<file path="config.mk">
export PLATFORM = sky130hd
export DESIGN_NAME = i2c_master_register_access_unit
export DESIGN_NICKNAME = d
export VERILOG_FILES = /design/src/i2cm_pkg.sv /design/src/i2cm_core.sv /design/src/i2c_master_register_access_unit.sv
export SDC_FILE = /design/constraint.sdc
export NUM_CORES = 1
export LEC_CHECK = 0
export BUFFER_PORTS_ARGS = -buffer_cell sky130_fd_sc_hd__buf_2
export CAP_MARGIN = 20
export CORE_MARGIN = 2
export CORE_UTILIZATION = 35
export DETAILED_ROUTE_END_ITERATION = 10
export PLACE_DENSITY_LB_ADDON = 0.05
export SKIP_LAST_GASP = 1
export SYNTH_ARGS = -nofsm -noshare
export SYNTH_HDL_FRONTEND = slang
export SYNTH_SLANG_ARGS = --single-unit
</file>
<file path="constraint.sdc">
create_clock -name clk -period 6 [get_ports clk]
set_clock_uncertainty 0.05 [all_clocks]
set_input_delay 1.2 -clock clk [delete_from_list [all_inputs] [get_ports clk]]
set_output_delay 1.2 -clock clk [all_outputs]
set_load 0.01 [all_outputs]
</file>
<file path="src/i2cm_pkg.sv">
// Shared types and constants of the I2C master register access unit.
// No dependencies; imported by i2cm_core and the top level.
package i2cm_pkg;

  // Command codes of an input transfer.
  localparam logic [1:0] CMD_NONE  = 2'd0;
  localparam logic [1:0] CMD_WRITE = 2'd1;
  localparam logic [1:0] CMD_READ  = 2'd2;

  // Configuration register indexes and reset values.
  localparam logic       REG_HALF_PERIOD   = 1'b0;
  localparam logic [7:0] HALF_PERIOD_RESET = 8'd2;

  // Most significant bit of a byte, sent first on the bus.
  localparam logic [7:0] BIT7_MASK = 8'h80;

  // One input item: a tick of the bus sequencer, possibly with a request.
  typedef struct packed {
    logic [1:0] cmd;
    logic [7:0] device_addr;
    logic [7:0] reg_addr;
    logic [7:0] write_data;
    logic [7:0] byte_count;
    logic       sda_in;
  } item_t;

  // One result item: pin levels and received byte for that tick.
  typedef struct packed {
    logic       scl;
    logic       sda_level;
    logic       sda_drive;
    logic       busy_res;
    logic       rx_valid;
    logic [7:0] rx_byte;
    logic       rx_last;
  } rslt_t;

endpackage

</file>
<file path="src/i2cm_core.sv">
// Bus sequencer of the I2C master: holds the transaction state and works out
// the pin levels for one tick. Depends on i2cm_pkg.
module i2cm_core
  import i2cm_pkg::*;
(
  input  logic       clk,
  input  logic       rst_n,
  input  logic       en,
  input  item_t      item,
  input  logic [7:0] half_period,
  output rslt_t      rslt
);

  typedef enum logic [4:0] {
    ST_IDLE, ST_S1, ST_RS1, ST_S2, ST_S3, ST_S4, ST_TXL, ST_TXH, ST_TAL,
    ST_TAH, ST_RXL, ST_RXH, ST_MAL, ST_MAH, ST_P1, ST_P2, ST_P3
  } step_t;

  step_t       step_r, step_nxt, step_acc;
  logic [3:0]  bit_r, bit_nxt, bit_acc;
  logic [7:0]  bytes_r, bytes_nxt, bytes_acc;
  logic [7:0]  shift_r, shift_nxt, shift_acc;
  logic [7:0]  hold_r, hold_nxt, hold_acc, hold_inc;
  logic [7:0]  dev_r, dev_nxt;
  logic [7:0]  regb_r, regb_nxt;
  logic [7:0]  third_r, third_nxt;
  logic [1:0]  cmd_r, cmd_nxt;
  logic [7:0]  hp;
  logic        tx_bit;
  logic        is_write;

  // Byte to send next, chosen by how many bytes have gone out already.
  function automatic logic [7:0] tx_byte(input logic [7:0] sent, input logic wr,
                                         input logic [7:0] dev,
                                         input logic [7:0] regb,
                                         input logic [7:0] data);
    logic [7:0] b;
    if (sent == 8'd0) begin
      b = dev;
    end else if (sent == 8'd1) begin
      b = regb;
    end else if (wr) begin
      b = data;
    end else begin
      b = dev | 8'd1;
    end
    return b;
  endfunction

  always_comb begin
    hp     = (half_period == 8'd0) ? 8'd1 : half_period;
    tx_bit = |(shift_r & BIT7_MASK);

    // A request is latched only when the bus is idle.
    step_acc  = step_r;
    bit_acc   = bit_r;
    bytes_acc = bytes_r;
    shift_acc = shift_r;
    hold_acc  = hold_r;
    dev_nxt   = dev_r;
    regb_nxt  = regb_r;
    third_nxt = third_r;
    cmd_nxt   = cmd_r;
    if (step_r == ST_IDLE && (item.cmd == CMD_WRITE || item.cmd == CMD_READ)) begin
      dev_nxt   = item.device_addr;
      regb_nxt  = item.reg_addr;
      third_nxt = (item.cmd == CMD_WRITE) ? item.write_data : item.byte_count;
      cmd_nxt   = item.cmd;
      step_acc  = ST_S1;
      hold_acc  = 8'd0;
      bytes_acc = 8'd0;
      bit_acc   = 4'd0;
      shift_acc = 8'd0;
    end
    is_write = (cmd_nxt == CMD_WRITE);

    rslt = '{scl: 1'b1, sda_level: 1'b1, sda_drive: 1'b0, busy_res: 1'b1,
             rx_valid: 1'b0, rx_byte: 8'd0, rx_last: 1'b0};
    unique case (step_acc)
      ST_S1, ST_S2, ST_P3: begin
        rslt.sda_drive = 1'b1;
      end
      ST_RS1: begin
        rslt.scl = 1'b0;
        rslt.sda_drive = 1'b1;
      end
      ST_S3, ST_P2: begin
        rslt.sda_level = 1'b0;
        rslt.sda_drive = 1'b1;
      end
      ST_S4, ST_P1: begin
        rslt.scl = 1'b0;
        rslt.sda_level = 1'b0;
        rslt.sda_drive = 1'b1;
      end
      ST_TXL: begin
        rslt.scl = 1'b0;
        rslt.sda_level = tx_bit;
        rslt.sda_drive = 1'b1;
      end
      ST_TXH: begin
        rslt.sda_level = tx_bit;
        rslt.sda_drive = 1'b1;
      end
      ST_TAL, ST_RXL: begin
        rslt.scl = 1'b0;
      end
      ST_TAH, ST_RXH: begin
        rslt.scl = 1'b1;
      end
      ST_MAL, ST_MAH: begin
        rslt.scl = (step_acc == ST_MAH);
        rslt.sda_level = (bytes_acc <= 8'd1);
        rslt.sda_drive = 1'b1;
      end
      default: begin
        rslt.busy_res = 1'b0;
      end
    endcase

    step_nxt  = step_acc;
    bit_nxt   = bit_acc;
    bytes_nxt = bytes_acc;
    shift_nxt = shift_acc;
    hold_nxt  = hold_acc;
    hold_inc  = hold_acc + 8'd1;

    if (rslt.busy_res) begin
      if (hold_acc == 8'd0) begin
        if (step_acc == ST_RXH) begin
          shift_nxt = {shift_acc[6:0], item.sda_in};
        end
        if (step_acc == ST_MAL) begin
          rslt.rx_valid = 1'b1;
          rslt.rx_byte  = shift_acc;
          rslt.rx_last  = (bytes_acc <= 8'd1);
        end
      end
      if (hold_inc >= hp || hold_inc == 8'd0) begin
        hold_nxt = 8'd0;
        unique case (step_acc)
          ST_S1, ST_RS1: step_nxt = ST_S2;
          ST_S2:         step_nxt = ST_S3;
          ST_S3:         step_nxt = ST_S4;
          ST_S4: begin
            shift_nxt = tx_byte(bytes_acc, is_write, dev_nxt, regb_nxt, third_nxt);
            bit_nxt   = 4'd0;
            step_nxt  = ST_TXL;
          end
          ST_TXL: step_nxt = ST_TXH;
          ST_TXH: begin
            shift_nxt = {shift_nxt[6:0], 1'b0};
            bit_nxt   = bit_acc + 4'd1;
            step_nxt  = (bit_nxt >= 4'd8) ? ST_TAL : ST_TXL;
          end
          ST_TAL: step_nxt = ST_TAH;
          ST_TAH: begin
            if (bytes_acc == 8'd0) begin
              bytes_nxt = 8'd1;
              shift_nxt = tx_byte(8'd1, is_write, dev_nxt, regb_nxt, third_nxt);
              bit_nxt   = 4'd0;
              step_nxt  = ST_TXL;
            end else if (bytes_acc == 8'd1) begin
              bytes_nxt = 8'd2;
              if (is_write) begin
                shift_nxt = tx_byte(8'd2, is_write, dev_nxt, regb_nxt, third_nxt);
                bit_nxt   = 4'd0;
                step_nxt  = ST_TXL;
              end else begin
                step_nxt = ST_RS1;
              end
            end else if (is_write) begin
              step_nxt = ST_P1;
            end else begin
              bytes_nxt = (third_nxt == 8'd0) ? 8'd1 : third_nxt;
              bit_nxt   = 4'd0;
              shift_nxt = 8'd0;
              step_nxt  = ST_RXL;
            end
          end
          ST_RXL: step_nxt = ST_RXH;
          ST_RXH: begin
            bit_nxt  = bit_acc + 4'd1;
            step_nxt = (bit_nxt >= 4'd8) ? ST_MAL : ST_RXL;
          end
          ST_MAL: step_nxt = ST_MAH;
          ST_MAH: begin
            bytes_nxt = (bytes_acc != 8'd0) ? bytes_acc - 8'd1 : 8'd0;
            if (bytes_nxt == 8'd0) begin
              step_nxt = ST_P1;
            end else begin
              bit_nxt   = 4'd0;
              shift_nxt = 8'd0;
              step_nxt  = ST_RXL;
            end
          end
          ST_P1:   step_nxt = ST_P2;
          ST_P2:   step_nxt = ST_P3;
          default: step_nxt = ST_IDLE;
        endcase
      end else begin
        hold_nxt = hold_inc;
      end
    end else begin
      step_nxt = ST_IDLE;
    end
  end

  always_ff @(posedge clk) begin
    if (!rst_n) begin
      step_r  <= ST_IDLE;
      bit_r   <= 4'd0;
      bytes_r <= 8'd0;
      shift_r <= 8'd0;
      hold_r  <= 8'd0;
      dev_r   <= 8'd0;
      regb_r  <= 8'd0;
      third_r <= 8'd0;
      cmd_r   <= CMD_NONE;
    end else if (en) begin
      step_r  <= step_nxt;
      bit_r   <= bit_nxt;
      bytes_r <= bytes_nxt;
      shift_r <= shift_nxt;
      hold_r  <= hold_nxt;
      dev_r   <= dev_nxt;
      regb_r  <= regb_nxt;
      third_r <= third_nxt;
      cmd_r   <= cmd_nxt;
    end
  end

  // Without an enable the sequencer keeps its step.
  assert property (@(posedge clk) disable iff (!rst_n)
    (!en) |=> $stable(step_r))
    else $error("sequencer moved without an enable");

  // While idle the hold counter stays cleared.
  assert property (@(posedge clk) disable iff (!rst_n)
    (step_r == ST_IDLE) |-> (hold_r == 8'd0))
    else $error("hold counter not cleared while idle");

  // Bit counter stays within a byte, at most 8, in every step.
  assert property (@(posedge clk) disable iff (!rst_n)
    (bit_r <= 4'd8))
    else $error("bit counter out of range");

endmodule

</file>
<file path="src/i2c_master_register_access_unit.sv">
// Top level of the I2C master register access unit: handshakes, input and
// result registers, and the configuration port. Uses i2cm_pkg and i2cm_core.
//
// A result passes from the input register through the result register; a held
// output can keep it waiting in either register before it is presented.
// Throughput: one item per clock while the output is not held; each is one
// tick of the bus sequencer, worked out in a single pass through i2cm_core.
// Reset (synchronous, rst_n low): the bus is idle, all counters cleared and
// half_period returns to 2. No clearing pass is needed.
module i2c_master_register_access_unit
  import i2cm_pkg::*;
(
  input  logic        clk,
  input  logic        rst_n,
  // Input channel: one tick of the sequencer per transfer.
  input  logic        in_valid,
  output logic        in_stall,
  input  logic [1:0]  in_cmd,
  input  logic [7:0]  in_device_addr,
  input  logic [7:0]  in_reg_addr,
  input  logic [7:0]  in_write_data,
  input  logic [7:0]  in_byte_count,
  input  logic        in_sda_in,
  // Result channel: pin levels and received data for that tick.
  output logic        out_valid,
  input  logic        out_stall,
  output logic        out_scl,
  output logic        out_sda_level,
  output logic        out_sda_drive,
  output logic        out_busy_res,
  output logic        out_rx_valid,
  output logic [7:0]  out_rx_byte,
  output logic        out_rx_last,
  // Configuration port.
  input  logic        cfg_psel,
  input  logic        cfg_penable,
  input  logic        cfg_pwrite,
  input  logic [2:0]  cfg_paddr,
  input  logic [31:0] cfg_pwdata,
  output logic [31:0] cfg_prdata,
  output logic        cfg_pready
);

  logic       in_valid_r;
  item_t      item_r;
  logic       res_valid_r;
  rslt_t      rslt_r;
  rslt_t      core_rslt;
  logic [7:0] half_period_r;
  logic       res_free;
  logic       core_en;
  logic       cfg_wr;

  // The result register can take a new result when it is empty or being
  // drained this cycle. The input register moves on under the same rule, so
  // a transfer is stalled only while both stages are full and the output
  // is held.
  assign res_free = !res_valid_r || !out_stall;
  assign core_en  = in_valid_r && res_free;
  assign in_stall = in_valid_r && !res_free;

  always_ff @(posedge clk) begin
    if (!rst_n) begin
      in_valid_r <= 1'b0;
    end else if (!in_stall) begin
      in_valid_r <= in_valid;
    end
  end

  // Payload of the input register needs no reset.
  always_ff @(posedge clk) begin
    if (in_valid && !in_stall) begin
      item_r <= '{cmd: in_cmd, device_addr: in_device_addr, reg_addr: in_reg_addr,
                  write_data: in_write_data, byte_count: in_byte_count,
                  sda_in: in_sda_in};
    end
  end

  // The sequencer state advances exactly once for each item that passes on
  // to the result register.
  i2cm_core u_core (
    .clk         (clk),
    .rst_n       (rst_n),
    .en          (core_en),
    .item        (item_r),
    .half_period (half_period_r),
    .rslt        (core_rslt)
  );

  always_ff @(posedge clk) begin
    if (!rst_n) begin
      res_valid_r <= 1'b0;
    end else if (res_free) begin
      res_valid_r <= in_valid_r;
    end
  end

  always_ff @(posedge clk) begin
    if (core_en) begin
      rslt_r <= core_rslt;
    end
  end

  assign out_valid     = res_valid_r;
  assign out_scl       = rslt_r.scl;
  assign out_sda_level = rslt_r.sda_level;
  assign out_sda_drive = rslt_r.sda_drive;
  assign out_busy_res  = rslt_r.busy_res;
  assign out_rx_valid  = rslt_r.rx_valid;
  assign out_rx_byte   = rslt_r.rx_byte;
  assign out_rx_last   = rslt_r.rx_last;

  // Configuration: a single register at byte address 0. Writes to any other
  // word are dropped and read back as zero.
  assign cfg_pready = 1'b1;
  assign cfg_wr     = cfg_psel && cfg_penable && cfg_pwrite && cfg_pready;

  always_ff @(posedge clk) begin
    if (!rst_n) begin
      half_period_r <= HALF_PERIOD_RESET;
    end else if (cfg_wr && cfg_paddr[2] == REG_HALF_PERIOD) begin
      half_period_r <= cfg_pwdata[7:0];
    end
  end

  always_comb begin
    cfg_prdata = 32'd0;
    if (cfg_paddr[2] == REG_HALF_PERIOD) begin
      cfg_prdata = {24'd0, half_period_r};
    end
  end

  // A stall on the input side only arises from a held, full result register.
  assert property (@(posedge clk) disable iff (!rst_n)
    in_stall |-> (out_valid && out_stall))
    else $error("input stalled without back-pressure from the output");

  // A received byte is only ever presented during a transaction.
  assert property (@(posedge clk) disable iff (!rst_n)
    (out_valid && out_rx_valid) |-> out_busy_res)
    else $error("received byte outside a transaction");

  // The received byte fields stay cleared when no byte is presented.
  assert property (@(posedge clk) disable iff (!rst_n)
    (out_valid && !out_rx_valid) |-> (out_rx_byte == 8'd0 && !out_rx_last))
    else $error("received byte fields set without a received byte");

  // A write to the half period register takes effect at the next edge.
  assert property (@(posedge clk) disable iff (!rst_n)
    (cfg_wr && cfg_paddr[2] == REG_HALF_PERIOD) |=>
      (half_period_r == $past(cfg_pwdata[7:0])))
    else $error("half period write lost");

endmodule
</file>
==> flow_metrics.env, run 1 <==
export IMPL_power_frac_seq_pct=39.6
export IMPL_synthCells=841
export IMPL_intPower_w=0.001633
export IMPL_drive_gt1_share_pct=15.85
export IMPL_io_buffers=74
export IMPL_yosysWarnings=0
export IMPL_syn_to_final_growth_pct=15.18
export IMPL_syn_mean_instance_area_um2=8.574
export IMPL_top_layer_used="met4"
export IMPL_grt_start_max_net_pins=42
export IMPL_grt_pass1_vias=5991
export IMPL_ctsResizeCount=0
export IMPL_drc=0
export IMPL_viasPerCell=5.441
export IMPL_p_switching_w=0.0006249
export IMPL_grt_pass1_wl_um=33880
export IMPL_rsz0062_at_grt="no"
export IMPL_rows=52
export IMPL_routed_via_count=6377
export IMPL_ys_types=71
export IMPL_firstDrtPassIters=5
export IMPL_p_leak_nw=3.189
export IMPL_cts_root_buf="clkbuf_16"
export IMPL_place_area_um2=7691
export IMPL_clock_power_share_pct=47.6
export IMPL_p_per_area_nw_per_um2=271.9
export IMPL_path_clk_slew_ns=0.07
export IMPL_min_period_over_period_pct=84.22
export IMPL_async_flop_share_pct=0
export IMPL_switching_share_pct=27.67
export IMPL_clock_sinks=118
export IMPL_synth_edf_count=49
export IMPL_ant_nets=0
export IMPL_tritoncts="yes"
export IMPL_drv_cap=0
export IMPL_setup_violations_final=0
export IMPL_drt_iter0_drc=493
export IMPL_final_cell_area_um2=8305
export IMPL_finalWirelength_um=21680
export IMPL_die_h_um=147.5
export IMPL_yosysTopAreaCell="edfxtp_1"
export IMPL_pwr_share_comb_pct=12.8
export IMPL_die_w_um=147.5
export IMPL_fillers=2040
export IMPL_worstPathMaxFanout=7
export IMPL_grtUsageTotal_pct=20.01
export IMPL_netlist_area_um2=7211
export IMPL_synth_seq_cells=118
export IMPL_numCtsBuffers=17
export IMPL_wl_met3_um=996
export IMPL_dp_slack_ns=0.9749
export IMPL_h_tree_depth=4
export IMPL_nNetsFinal=981
export IMPL_finalPower_w=0.002258
export IMPL_min_path_type="flop to flop"
export IMPL_synth_ff_type="dfxtp_1"
export IMPL_layout_commonest_cell="nand2_1"
export IMPL_setup_slack_ns=0.9465
export IMPL_period_minus_slack_ns=5.053
export IMPL_n_antenna_cell=0
export IMPL_status="finished, final reports clean"
export IMPL_antenna_found_initial=0
export IMPL_fmax_mhz=197.9
export IMPL_wl_met2_um=9849
export IMPL_die_area_um2=21770
export IMPL_initial_core_util_pct=35.64
export IMPL_synth_top_cell_area_share_pct=20.41
export IMPL_clockBufferDepth=2
export IMPL_overflow=0
export IMPL_core_um2=20230
export IMPL_wl_met1_um=10550
export IMPL_regArea_um2=2853
export IMPL_maxSlewViolCount=0
export IMPL_worstSetupPathType="flop to flop"
export IMPL_cts_hold_buffers_added=0
export IMPL_irDropWorstVdd_v=0.0001840
export IMPL_synthTopCellsByArea="edfxtp_1 (20%), dfxtp_1 (19%), nand2_1 (6.9%)"
export IMPL_cts_setup_buffers=0
export IMPL_worstSkewPairLatency_ns=0.43
export IMPL_multi_input_area_um2=3988
export IMPL_ys_seq_area_share_pct=39.56
export IMPL_cp_required_ns=6.27
export IMPL_max_slew_margin_pct=30.91
export IMPL_place_congestion=0.8782
export IMPL_arrival_ns=5.32
export IMPL_startpoint_type="flop"
export IMPL_final_hold_viol_count=0
export IMPL_final_core_util_pct=41.05
export IMPL_worstSetupEndpointType="flop"
export IMPL_max_slew_worst_pin_slew_ns=1.034
export IMPL_dpl_hpwl_um=15210
export IMPL_layout_common_cells="nand2_1 (133), buf_2 (74), dfxtp_1 (69)"
export IMPL_setup_tns_ns=0
export IMPL_avgRoutedWirePerCell_um=18.50
export IMPL_io_pins=126
layout make-up:
type                       instances  area share (%)
multi-input combinational        649           48.01
clock inverter                    14           2.109
inverter                          21          0.9491
timing repair buffer              82           5.227
sequential                       118           34.35
tap                              270           4.067
clock buffer                      18           5.288
kinds of logic after synthesis:
logic type      count (synthesis)  synth area share [%]
simple gates                  323                 21.71
compound gates                230                 21.79
flops                         118                 39.56
buf+inv                        97                 6.438
mux                            45                 6.455
fa+ha+maj                      15                 2.603
xor+xnor                       11                 1.336
other cells                     2                0.1042
state kept, by name, summed over array words and instances (netlist names):
name / count
u_core.bytes_r: 8
out_valid: 1
out_busy_res: 1
u_core.regb_r: 8
out_rx_last: 1
u_core.step_r: 5
out_sda_drive: 1
u_core.bit_r: 4
in_valid_r: 1
out_scl: 1
u_core.hold_r: 8
u_core.dev_r: 8
u_core.shift_r: 8
item_r: 35
out_sda_level: 1
u_core.third_r: 8
out_rx_byte: 8
half_period_r: 8
out_rx_valid: 1
u_core.cmd_r: 2
synth_stat cells, types with 8 or more instances:
| master | instances |
|---|---|
| nor2_1 | 54 |
| mux2i_1 | 33 |
| nor3_1 | 10 |
| and2_1 | 26 |
| and3_1 | 12 |
| edfxtp_1 | 49 |
| o21ai_0 | 51 |
| buf_4 | 25 |
| a21oi_1 | 40 |
| dfxtp_1 | 69 |
| ha_1 | 15 |
| nand2_1 | 133 |
| inv_1 | 21 |
| a31oi_1 | 8 |
| a22oi_1 | 11 |
| nor2b_1 | 17 |
| a21boi_0 | 36 |
| mux2_2 | 12 |
| clkbuf_1 | 43 |
| nand4_1 | 12 |
| nand3_1 | 26 |
path summary, 6_finish.rpt:
kind / startpoint / endpoint / slack [ns] / cells past startpoint
setup / recovery: item_r[33]$_DFFE_PP_ / u_core.shift_r[7]$_SDFFE_PN0P_ / 0.95 / 18
hold / removal: u_core.dev_r[4]$_SDFFE_PN0P_ / u_core.dev_r[4]$_SDFFE_PN0P_ / 0.41 / 2
setup reg to reg: item_r[33]$_DFFE_PP_ / u_core.shift_r[7]$_SDFFE_PN0P_ / 0.95 / 18
hold reg to reg: u_core.dev_r[4]$_SDFFE_PN0P_ / u_core.dev_r[4]$_SDFFE_PN0P_ / 0.41 / 2
per-layer routing:
metal	up-vias	track usage (%)
li1	3098	-
met1	3066	29.32
met2	191	30.07
met3	22	3.673
met4	0	5.721
met5	-	0
stage by stage:
step,instances,hold slack [ns]
after floorplan,864,0.3900
after global placement,1139,0.4008
after detailed placement,1140,0.4082
after CTS,1172,0.4174
after global routing,1172,0.4336
final,1172,0.4143
power groups by stage:
stage	registers, W	logic, W	clock network (W)
final	0.000894	0.000290	0.00107
after floorplan	0.000904	0.000204	0
after CTS	0.000893	0.000290	0.00110
after detailed placement	0.000910	0.000288	0
after global placement	0.000910	0.000284	0
after global routing	0.000897	0.000318	0.00113
critical path: stages (launching register included):
cell	delay (ns)
edfxtp_1	0.50
ha_1	0.42
nor2_1	0.32
nand2_1	0.21
nand2_1	0.16
inv_1	0.08
ha_1	0.31
nand3_1	0.14
xor2_1	0.07
nor2_1	0.20
ha_1	0.29
a21o_1	0.16
a211oi_1	0.21
o21ai_0	0.15
a21oi_1	0.55
a21oi_1	0.28
o311a_1	0.19
or3_1	0.40
a211o_1	0.27
Note: power is estimated with default switching activity, not from simulation.
==> run 2, diff against run 1 <==
==> constraint.sdc (replaced) <==
create_clock -name clk -period 4.9 [get_ports clk]
set_clock_uncertainty 0.05 [all_clocks]
set_input_delay 0.98 -clock clk [delete_from_list [all_inputs] [get_ports clk]]
set_output_delay 0.98 -clock clk [all_outputs]
set_load 0.01 [all_outputs]
==> run 2 against run 1 <==
Net effect: clock power up 24%; core utilization up 0.79 points; sequential share of layout area down 0.64 points; sequential power up 22%; die area unchanged; global-route usage up 0.34 points; register-to-register slack worse by 0.52 ns; maximum frequency up 13%; sequential cell count unchanged; final cell count up 1.6%.
==> flow_metrics.env, run 2 (synthesis results as in run 1) <==
export IMPL_p_leak_nw=3.302
export IMPL_crit_path_top_delay_cell="edfxtp_1"
export IMPL_grtUsageTotal_pct=20.34
export IMPL_cts_root_buf="clkbuf_16"
export IMPL_placed_cells=1158
export IMPL_ctsResizeCount=0
export IMPL_place_area_um2=7826
export IMPL_finalWirelength_um=22000
export IMPL_min_path_type="flop to flop"
export IMPL_worstPathMaxFanout=10
export IMPL_p_switching_w=0.0007858
export IMPL_crit_chain="ha_1 > nor2_1 > nand2_1 > nand2_1 > inv_1 > ha_1 > buf_4 > nand2_1 > mux2i_1 > nor3_2 > ha_1 > a211oi_1 > o21ai_0 > a21oi_2 > buf_4 > a21boi_4 > a21oi_1 > or3_1 > a211o_1"
export IMPL_rows=52
export IMPL_hold_depth=2
export IMPL_clockBufferDepth=2
export IMPL_rr_worst_depth=19
export IMPL_setup_violations_final=0
export IMPL_finalNonFillerCells=1191
export IMPL_period_minus_slack_ns=4.469
export IMPL_n_antenna_cell=0
export IMPL_arrival_ns=4.72
export IMPL_min_period_over_period_pct=91.21
export IMPL_dpl_hpwl_um=15590
export IMPL_cts_hold_buffers_added=0
export IMPL_drv_cap=0
export IMPL_final_hold_viol_count=0
export IMPL_drive_gt1_share_pct=17.81
export IMPL_cts_setup_buffers=0
export IMPL_worstSetupPathType="flop to flop"
export IMPL_clock_sinks=118
export IMPL_drt_iter0_drc=515
export IMPL_firstDrtPassIters=5
export IMPL_io_pins=126
export IMPL_setup_tns_ns=0
export IMPL_grt_pass1_vias=6169
export IMPL_worstSkewPairLatency_ns=0.42
export IMPL_switching_share_pct=28.16
export IMPL_place_congestion=0.8844
export IMPL_fmax_mhz=223.7
export IMPL_regMostFlops="item_r"
export IMPL_syn_to_final_growth_pct=17.39
export IMPL_final_cell_area_um2=8464
export IMPL_intPower_w=0.002005
export IMPL_status="finished, final reports clean"
export IMPL_pwr_share_comb_pct=13.3
export IMPL_holdWs_ns=0.4127
export IMPL_routed_via_count=6509
export IMPL_avgRoutedWirePerCell_um=18.47
export IMPL_max_slew_worst_pin_slew_ns=1.000
export IMPL_nNetsFinal=1000
export IMPL_rsz0062_at_grt="no"
export IMPL_grt_start_max_net_pins=48
export IMPL_numCtsBuffers=17
export IMPL_layout_commonest_cell="nand2_1"
export IMPL_cp_depth=19
export IMPL_antenna_found_initial=0
export IMPL_tritoncts="yes"
export IMPL_die_h_um=147.5
export IMPL_path_clk_slew_ns=0.06
export IMPL_max_slew_margin_pct=32.71
export IMPL_io_buffers=74
export IMPL_irDropWorstVdd_v=0.0002347
export IMPL_viasPerCell=5.465
export IMPL_h_tree_depth=4
export IMPL_initial_core_util_pct=35.64
export IMPL_startpoint_type="flop"
export IMPL_grt_pass1_wl_um=34600
export IMPL_layout_common_cells="nand2_1 (133), buf_2 (74), dfxtp_1 (69)"
export IMPL_p_per_area_nw_per_um2=329.7
export IMPL_maxSlewViolCount=0
export IMPL_cp_top_family="simple AND/OR/NAND/NOR gates"
export IMPL_cp_slowest_stage_delay_ns=0.50
export IMPL_die_area_um2=21770
export IMPL_cp_required_ns=5.16
export IMPL_largest_register_ffs=35
export IMPL_die_w_um=147.5
export IMPL_drc=0
export IMPL_overflow=0
export IMPL_worstSetupEndpointType="flop"
export IMPL_clock_power_share_pct=47.6
export IMPL_cp_buffers_inverters=3
export IMPL_core_um2=20230
export IMPL_ant_nets=0
export IMPL_power_frac_seq_pct=39.1
run 2: tightest hold or removal path, stage by stage (launching register included):
cell      delay, ns
dfxtp_1        0.31
nand2_1        0.05
a21boi_0       0.06
run 2: power by group through the flow:
stage          clock [W]  combinational (W)  sequential (W)
3_5_place_dp           0           0.000369         0.00111
6_report         0.00133           0.000372         0.00109
3_3_place_gp           0           0.000365         0.00111
4_1_cts          0.00135           0.000370         0.00109
2_1_floorplan          0           0.000250         0.00111
5_1_grt          0.00140           0.000409         0.00109
run 2: routing by layer:
layer  share of wire [%]  vias to the layer above  global-route usage [%]
met1                  48                     3135                   28.94
met2                  46                      199                   32.09
met5                   0                        -                       0
met4                 1.8                        0                   5.529
li1                    -                     3140                       -
met3                 4.1                       35                   3.302
run 2: through the flow:
stage / util, % / setup WS, ns / power [W]
finish: 41.83 / 0.4307 / 0.002790
global placement: 38.68 / 0.5382 / 0.001475
detailed placement: 38.68 / 0.4853 / 0.001480
global route: 41.83 / 0.07958 / 0.002902
floorplan: - / 0.02933 / 0.001357
CTS: 41.73 / 0.4383 / 0.002811
run 2: layout make-up:
cell class                      count  area [um2]
Clock buffer                       17       425.4
Clock inverter                     15       192.7
Fill cell                        2019       11770
Inverter                           21       78.83
Multi-Input combinational cell    649        3991
Sequential cell                   118        2853
Tap cell                          270       337.8
Timing Repair Buffer              101       585.6
run 2: worst paths after layout:
kind	end	slack, ns	startpoint
worst max-delay path	u_core.shift_r[7]$_SDFFE_PN0P_	0.43	item_r[33]$_DFFE_PP_
worst min-delay path	u_core.dev_r[6]$_SDFFE_PN0P_	0.41	u_core.dev_r[6]$_SDFFE_PN0P_
worst max register to register	u_core.shift_r[7]$_SDFFE_PN0P_	0.43	item_r[33]$_DFFE_PP_
worst min register to register	u_core.dev_r[6]$_SDFFE_PN0P_	0.41	u_core.dev_r[6]$_SDFFE_PN0P_
